`config.mk`:
```
export PLATFORM = sky130hd
export DESIGN_NAME = pfre_ram
export DESIGN_NICKNAME = d
export VERILOG_FILES = /design/src/rtl/pfre_ram.sv
export SDC_FILE = /design/constraint.sdc
export NUM_CORES = 1
export LEC_CHECK = 0
export ABC_AREA = 1
export BUFFER_PORTS_ARGS = -buffer_cell sky130_fd_sc_hd__buf_2
export CAP_MARGIN = 20
export CORE_ASPECT_RATIO = 0.7
export CORE_MARGIN = 4
export CORE_UTILIZATION = 55
export DETAILED_ROUTE_END_ITERATION = 10
export PLACE_DENSITY_LB_ADDON = 0.1
export SYNTH_ARGS = -nofsm -noshare
export SYNTH_HDL_FRONTEND = slang
export SYNTH_SLANG_ARGS = --single-unit
```
`constraint.sdc`:
```
create_clock -name clk_i -period 2.4 [get_ports clk_i]
set_clock_uncertainty 0.05 [all_clocks]
set_input_delay 0.48 -clock clk_i [delete_from_list [all_inputs] [get_ports clk_i]]
set_output_delay 0.48 -clock clk_i [all_outputs]
set_load 0.02 [all_outputs]
```
`src/rtl/pfre_ram.sv`:
```
// Generic single-port RAM with registered read.
module pfre_ram #(
  parameter int unsigned Width = 8,
  parameter int unsigned Depth = 16
) (
  input  logic                     clk_i,
  input  logic                     we_i,
  input  logic [$clog2(Depth)-1:0] addr_i,
  input  logic [Width-1:0]         wdata_i,
  output logic [Width-1:0]         rdata_o
);
  logic [Width-1:0] mem_q [Depth];

  always_ff @(posedge clk_i) begin
    if (we_i) begin
      mem_q[addr_i] <= wdata_i;
    end
    rdata_o <= mem_q[addr_i];
  end
endmodule

```
[Yosys cells after proc, flatten, opt, wreduce, memory -nomap -nowiden]
Memories as Yosys holds them, arrays and structs flattened. A register that Yosys moved wholly into a read port is not among the register bits.
Cells that the tools add are included.
Widths: inputs -> output; s select.
Word-level totals
  bits in registers: 0
  memory bits (writable): 128
  bits of input ports: 14
  memories: 1
Cells by class
  muxes and demuxes: 2
Memory list
  mem_q: words 16, bits a word 8, read ports 1, clocked after Yosys merged registers in 1, write ports 1, RTL line 12  | logic [Width-1:0] mem_q [Depth];
Operators by type and width (number)
  $mux 1: 2

[Depth between registers and ports, before layout]
Gate-level depths: netlist of run 1.
  word-level depth: 2
  depth in mapped cells: 11
  mapped depth without buffers: 9

[Worst setup path before layout of run 1]
No wires, ideal clock.
  path kind: input port to flip-flop
  start: input addr_i[1]
  end: memory mem_q[3][0], enable pin
  setup time: 370 ps
  arrival: 1487 ps
  required time: 1980 ps
  path slack: 493 ps
  stages: 4
  cells stage by stage: buf_2 > clkbuf_1 > nand3_1 > nor2_1
RTL lines
  start: declaration: RTL line 8  | input logic [$clog2(Depth)-1:0] addr_i,
  end: declaration: RTL line 12
Straight into the memory's write port.

[Worst setup path in the final report of run 1]
  start: input addr_i[1]
  end: memory mem_q[11][0], enable pin
Straight into the memory's write port.

==> results of run 1 <==
==> power by group <==
part           switching [W]  internal [W]
logic               0.000252     0.0000937
registers          0.0000150       0.00266
clock network       0.000947       0.00154
total                0.00121       0.00429
==> synthesized netlist by cell type <==
cell and n:
clkbuf_1 3, edfxtp_1 128, nand2_1 346, dfxtp_1 8
nor2_1 18, nand3_1 4, buf_2 12, inv_1 21
clkinv_1 1, buf_4 6, inv_2 1
==> worst max-delay path by stage <==
stage | from | to | slack [ns] | depth (start not counted)
after floorplan | addr_i[1] | mem_q[3][0]$_DFFE_PP_ | 0.49 | 4
after global placement | addr_i[1] | mem_q[3][4]$_DFFE_PP_ | 0.54 | 5
after detailed placement | addr_i[1] | mem_q[3][4]$_DFFE_PP_ | 0.49 | 5
after CTS | addr_i[1] | mem_q[7][4]$_DFFE_PP_ | 0.87 | 5
after global routing | addr_i[1] | mem_q[11][0]$_DFFE_PP_ | 0.79 | 5
final | addr_i[1] | mem_q[11][0]$_DFFE_PP_ | 0.85 | 5
==> stage by stage <==
step | instances | cell area, um^2 | total power (W) | util | worst slack (ns)
finish | 731 | 6500 | 0.00551 | 0.663 | 0.854
detailed placement | 699 | 5930 | 0.00306 | 0.605 | 0.486
floorplan | 548 | 5590 | 0.00292 | - | 0.493
global placement | 699 | 5930 | 0.00306 | 0.605 | 0.543
global route | 731 | 6500 | 0.00569 | 0.663 | 0.785
CTS | 731 | 6500 | 0.00554 | 0.663 | 0.874
==> sequential cells by signal, indices dropped and copies added (netlist names) <==
signal / count
mem_q: 128
rdata_o: 8
==> worst reg2reg max path, delay by kind of cell, from the launching register on <==
family / cells / cell delay [ns]
flops: 1 / 0.37
buf+inv: 1 / 0.06
simple gates: 7 / 0.48
==> metal layers <==
metal  routed length [um]  global-route usage  vias to the layer above
met4                  123              0.0577                        0
met1                 5930               0.337                     1793
met2                 5470               0.328                      150
li1                     -                   -                     1831
met5                    0                   0                        -
met3                  966              0.0594                       14
==> logic make-up (layout without fill, tap and decap cells) <==
group | Yosys count | after routing | synth area share
and+or+nand+nor | 368 | 368 | 0.248
DFF | 136 | 136 | 0.716
buffers and inverters | 44 | 99 | 0.0362
==> cells in the final DEF (no fill, tap or decap), drive strengths merged <==
| cell type | count |
|---|---|
| bufinv | 2 |
| inv | 22 |
| nand3 | 4 |
| nand2 | 346 |
| clkinv | 7 |
| dfxtp | 8 |
| edfxtp | 128 |
| clkinvlp | 5 |
| buf | 44 |
| clkbuf | 19 |
| nor2 | 18 |
==> layout make-up <==
cell class	count	area [um^2]	share of cell area
clock buffers	19	443	0.0681
clock inverters	13	130	0.0200
inverters	23	86.3	0.0133
multi-input cells	368	1390	0.213
flip-flops and latches	136	4000	0.616
well taps	128	160	0.0246
repair buffers	44	290	0.0447
==> reports/metrics.csv, run 1 <==
metric;value;unit
setup_viol;0;
drcViolationCount;0;
reg2reg_from;mem_q[14][0]$_DFFE_PP_;
die_height;92.4;um
dpl.hpwl;8.04;mm
rsz0062_at_grt;no;
synth-seq-cells;136;
holdCritPathClass;input pin to flip-flop;
grt_pass1_wl;19.9;mm
grt.total_usage;0.224;
insertion_delay;0.41;ns
io_pins;22;
first_pass_iters;5;
synth_cell_type_count;11;
leakagePower;2.82;nW
grt_pass1_vias;3745;
row_count;30;
path_cells;buf_2 -> buf_4 -> nand3_1 -> nor2_1 -> buf_4;
start_kind;input pin;
yosysTopAreaCell;edfxtp_1;
crit_buf_inv;3;
drt_iter0_drc;413;
avgRoutedWirePerCell;17.1;um
drt-total-wl;12.5;mm
whs_endpoint;mem_q[11][6]$_DFFE_PP_;
ant_nets;0;
gp_congestion;0.913;
netlist_area;0.00559;mm^2
clkSlewWorstSetupHoldPaths;0.06;ns
port_buffers;21;
gr-total-overflow;0;
worst-r2r-setup-slack;1.32;ns
layout-drive-gt1-share;0.124;
ir_drop;0.575;mV
whs;0.450;ns
seq_area_frac_synth;0.716;
worst_r2r_path_depth;8;
final-hold-violation-count;0;
numCtsBuffers;17;
core_area;0.00980;mm^2
reg2reg_to;rdata_o[0]$_DFF_P_;
synthDominantCellAreaShare;0.687;
clock_path_buffers;2;
yosysWarnings;0;
synth_top_cells_by_area;edfxtp_1 69%, nand2_1 23%, dfxtp_1 2.9%;
critPathKind;input pin to flip-flop;
critPathMaxStageDelay;0.33;ns
n_fill_cell;760;
cts_resized;0;
min_period_over_period;0.644;
design.die.area;0.0119;mm^2
tns;0;ns
n_antenna_cell;0;
clock-sinks;136;
worstPathRequired;2.46;ns
clock-root-buffer;clkbuf_16;
htree_levels;4;
cts_tree;yes;
grt_antenna_before_repair;0;
ctsHoldBuffers;0;
syn_to_final_growth;16.2;%
vias;3788;
critPathSlowestCell;nand3_1;
synth_cells;548;
worstMarginPinSlew;0.699;ns
fin_nets;604;
holdPathStages;1;
dieWidth;129;um
worstSetupEndpointType;flip-flop;
grt_max_degree;35;
min-delay-start;wdata_i[6];
max_slew_margin;0.532;
synth.avg_cell_area;10.2;um^2
status;complete, no violations;
p_per_area;847;mW/mm^2
cap_viol_max_count;0;
clock.fmax;0.647;GHz
critPathArrivalTime;1.61;ns
synth_nets;562;
cpLargestDelayFamily;buffers and inverters;
start_util;0.571;
post_cts.repair.setup_buffers;0;
critPathMaxFanout;34;
slew_viol_final;0;
routed_via_density;5.18;
crit_top_cell;buf_4;
period_minus_slack;1.55;ns
Note: power is estimated with default switching activity, not from simulation.
==> inputs of run 2 (changes only) <==
==> constraint.sdc (replaced) <==
create_clock -name clk_i -period 1.3 [get_ports clk_i]
set_clock_uncertainty 0.05 [all_clocks]
set_input_delay 0.26 -clock clk_i [delete_from_list [all_inputs] [get_ports clk_i]]
set_output_delay 0.26 -clock clk_i [all_outputs]
set_load 0.02 [all_outputs]
==> reports/metrics.csv, run 2 (synthesized netlist as in run 1, its figures left out) <==
metric;value;unit
dieWidth;129;um
grt.total_usage;0.227;
gr-total-overflow;0;
clock-sinks;136;
top_regs;mem_q (128), rdata_o (8);
insertion_delay;0.42;ns
grt_pass1_vias;3693;
clock.fmax;0.825;GHz
max_slew_margin;0.742;
gp_congestion;0.842;
design.die.area;0.0119;mm^2
critPathMaxFanout;1;
vias;3780;
row_count;30;
cap_viol_max_count;0;
grt_pass1_wl;19.7;mm
final-hold-violation-count;0;
layout_common_cells;346 x nand2_1, 128 x edfxtp_1, 21 x buf_2;
dpl.hpwl;7.86;mm
port_buffers;21;
path_cells;buf_2;
first_pass_iters;6;
status;complete, no violations;
largest_reg_flops;128;
clock_path_buffers;2;
worstSetupEndpointType;output pin;
fin_nets;606;
start_util;0.571;
start_kind;flip-flop;
pre_cts_ws;-0.167;ns
period_minus_slack;1.21;ns
p_per_area;1570;mW/mm^2
drt_iter0_drc;272;
layout.area.seq;0.00400;mm^2
critPathMaxStageDelay;0.33;ns
min_period_over_period;0.932;
finalWorstSetupSlack;0.0880;ns
n_fill_cell;680;
largest_register;mem_q;
io_pins;22;
clkSlewWorstSetupHoldPaths;0.06;ns
syn_to_final_growth;22.6;%
rsz0062_at_grt;no;
drt-total-wl;12.2;mm
cts_resized;0;
numCtsBuffers;17;
worstPathRequired;0.99;ns
cpLargestDelayFamily;flip-flops;
ir_drop;1.79;mV
critPathSlowestCell;dfxtp_1;
slew_viol_final;0;
final_core_util;0.700;
ant_nets;0;
grt_antenna_before_repair;0;
critPathKind;flip-flop to output pin;
worstMarginPinSlew;0.386;ns
htree_levels;4;
core_area;0.00980;mm^2
leakagePower;2.91;nW
ctsHoldBuffers;0;
avgRoutedWirePerCell;16.7;um
cts_tree;yes;
layout-drive-gt1-share;0.172;
die_height;92.4;um
grt_max_degree;28;
routed_via_density;5.16;
n_antenna_cell;0;
clock-root-buffer;clkbuf_16;
drcViolationCount;0;
holdCritPathClass;input pin to flip-flop;
multi_input_area;0.00156;mm^2
final_common_cell;nand2_1;
crit_buf_inv;1;
setup_viol;0;
critPathArrivalTime;0.90;ns
post_cts.repair.setup_buffers;0;
run 2: power by group:
| part | internal (W) | leakage [nW] | switching (W) |
|---|---|---|---|
| Clock | 0.00341 | 0.319 | 0.00174 |
| Combinational | 0.000218 | 1.37 | 0.000503 |
| Sequential | 0.00490 | 1.22 | 0.0000271 |
| Total | 0.00853 | 2.91 | 0.00227 |
run 2: through the flow:
| step | std cells | area, um^2 | TNS [ns] | hold slack, ns | power, W |
|---|---|---|---|---|---|
| 5_1_grt | 733 | 6860 | 0 | 0.222 | 0.0111 |
| 3_3_place_gp | 701 | 6210 | -13.07 | 0.626 | 0.00573 |
| 3_5_place_dp | 701 | 6210 | -16.13 | 0.626 | 0.00574 |
| 4_1_cts | 733 | 6860 | 0 | 0.212 | 0.0108 |
| 2_1_floorplan | 548 | 5800 | 0 | 0.309 | 0.00544 |
| 6_report | 733 | 6860 | 0 | 0.225 | 0.0108 |
run 2: routing by layer:
metal | share of wire | GRT usage | vias up
li1 | - | - | 1847
met2 | 0.48 | 0.347 | 135
met5 | 0 | 0 | -
met4 | 0.012 | 0.0857 | 0
met1 | 0.44 | 0.317 | 1787
met3 | 0.071 | 0.0565 | 11
run 2: path summary, 6_finish.rpt:
kind	startpoint	to	slack, ns	cells after the start
setup / recovery	rdata_o[4]$_DFF_P_	rdata_o[4]	0.09	1
hold / removal	wdata_i[5]	mem_q[9][5]$_DFFE_PP_	0.22	1
setup reg to reg	mem_q[5][0]$_DFFE_PP_	rdata_o[0]$_DFF_P_	0.21	8
hold reg to reg	mem_q[10][5]$_DFFE_PP_	rdata_o[5]$_DFF_P_	0.67	8
run 2: cell type report:
type                    instances  share of cell area
clock buffers                  21              0.0700
clock inverters                11              0.0246
inverters                      23              0.0133
multi-input cells             368               0.228
flip-flops and latches        136               0.584
well taps                     128              0.0233
repair buffers                 46              0.0573
==> inputs of run 3 (changes only) <==
==> constraint.sdc (replaced) <==
create_clock -name clk_i -period 1.1 [get_ports clk_i]
set_clock_uncertainty 0.05 [all_clocks]
set_input_delay 0.22 -clock clk_i [delete_from_list [all_inputs] [get_ports clk_i]]
set_output_delay 0.22 -clock clk_i [all_outputs]
set_load 0.02 [all_outputs]
==> reports/metrics.csv, run 3 (synthesized netlist as in run 1, its figures left out) <==
metric;value;unit
syn_to_final_growth;24.1;%
routed_via_density;5.30;
start_kind;flip-flop;
path_cells;buf_6;
min_period_over_period;1.07;
clock_path_buffers;2;
die_height;92.4;um
critPathKind;flip-flop to output pin;
port_buffers;21;
gr-total-overflow;0;
worstPathRequired;0.83;ns
fin_nets;609;
critPathMaxStageDelay;0.36;ns
start_util;0.571;
setup_viol;8;
final_common_cell;nand2_1;
final-hold-violation-count;0;
largest_register;mem_q;
largest_reg_flops;128;
status;finished, violations left;
layout_common_cells;329 x nand2_1, 128 x edfxtp_1, 21 x buf_4;
first_pass_iters;4;
htree_levels;4;
whs;0.186;ns
layout-drive-gt1-share;0.219;
clock.fmax;0.853;GHz
dieWidth;129;um
final_cell_count_no_fill;735;
p_per_area;1800;mW/mm^2
cap_viol_max_count;0;
period_minus_slack;1.17;ns
cpLargestDelayFamily;flip-flops;
clock-root-buffer;clkbuf_16;
worstMarginPinSlew;0.406;ns
critPathSlowestCell;dfxtp_4;
crit_buf_inv;1;
ctsHoldBuffers;0;
slew_viol_final;0;
grt_pass1_vias;3635;
core_area;0.00980;mm^2
grt_max_degree;31;
grt_pass1_wl;20.5;mm
cts_tree;yes;
holdCritPathClass;input pin to flip-flop;
critPathMaxFanout;1;
critPathArrivalTime;0.90;ns
drt_iter0_drc;356;
drt-total-wl;13.2;mm
clkSlewWorstSetupHoldPaths;0.06;ns
clock-sinks;136;
drcViolationCount;0;
worstSetupEndpointType;output pin;
grt_antenna_before_repair;0;
leakagePower;2.91;nW
violations;setup timing;
dpl.cell_count;704;
dpl.hpwl;8.68;mm
vias;3892;
finalWorstSetupSlack;-0.0729;ns
grt.total_usage;0.241;
row_count;30;
ant_nets;0;
gp_congestion;0.893;
io_pins;22;
avgRoutedWirePerCell;18.0;um
fin_area;0.00694;mm^2
rsz0062_at_grt;yes;
n_antenna_cell;0;
placed_area;0.00625;mm^2
power;0.0125;W
design.die.area;0.0119;mm^2
numCtsBuffers;17;
ir_drop;1.21;mV
insertion_delay;0.42;ns
max_slew_margin;0.729;
top_regs;mem_q (128), rdata_o (8);
-- run 3: cell types whose count changed in the layout (fill, tap and decap cells not counted), moves of 7 or more --
cell,delta
dfxtp_2,+7
buf_2,-8
dfxtp_1,-8
nand2_1,-17
buf_6,+8
nand2_2,+17
-- run 3: path summary, 6_finish.rpt --
kind | from | endpoint | slack [ns] | cells past startpoint
min reg2reg | mem_q[4][0]$_DFFE_PP_ | rdata_o[0]$_DFF_P_ | 0.66 | 8
max | rdata_o[4]$_DFF_P_ | rdata_o[4] | -0.07 | 1
min | wdata_i[3] | mem_q[2][3]$_DFFE_PP_ | 0.19 | 1
max reg2reg | mem_q[14][6]$_DFFE_PP_ | rdata_o[6]$_DFF_P_ | 0.04 | 8
-- run 3: metrics by stage --
| step | TNS (ns) | utilization | worst slack, ns |
|---|---|---|---|
| final | -0.260 | 0.708 | -0.0729 |
| after global routing | -0.513 | 0.708 | -0.0993 |
| after CTS | -0.352 | 0.704 | -0.0831 |
| after detailed placement | -39.79 | 0.638 | -0.338 |
| after global placement | -36.79 | 0.638 | -0.318 |
| after floorplan | -11.81 | - | -0.121 |
-- run 3: area by class of cell --
class                           count  area [um^2]
Fill cell                         691         2860
Inverter                           23          111
Clock buffer                       19          433
Timing Repair Buffer               49          453
Sequential cell                   136         4020
Multi-Input combinational cell    368         1610
Tap cell                          128          160
Clock inverter                     12          151
-- run 3: metal layers --
layer,wire (um),track usage
met1,6110,0.373
met3,1220,0.0646
met2,5640,0.322
met4,251,0.0962
met5,0,0
-- run 3: power breakdown --
group,internal (W),switching [W]
clock,0.00355,0.00213
sequential,0.00580,0.0000477
combinational,0.000324,0.000629
total,0.00967,0.00281
-- run 3: repair_timing --
action,in CTS,in global routing
pin swaps,0,18
gates cloned,0,0
setup endpoints to repair,8,15
buffers inserted,0,0
gates resized for setup,24,21
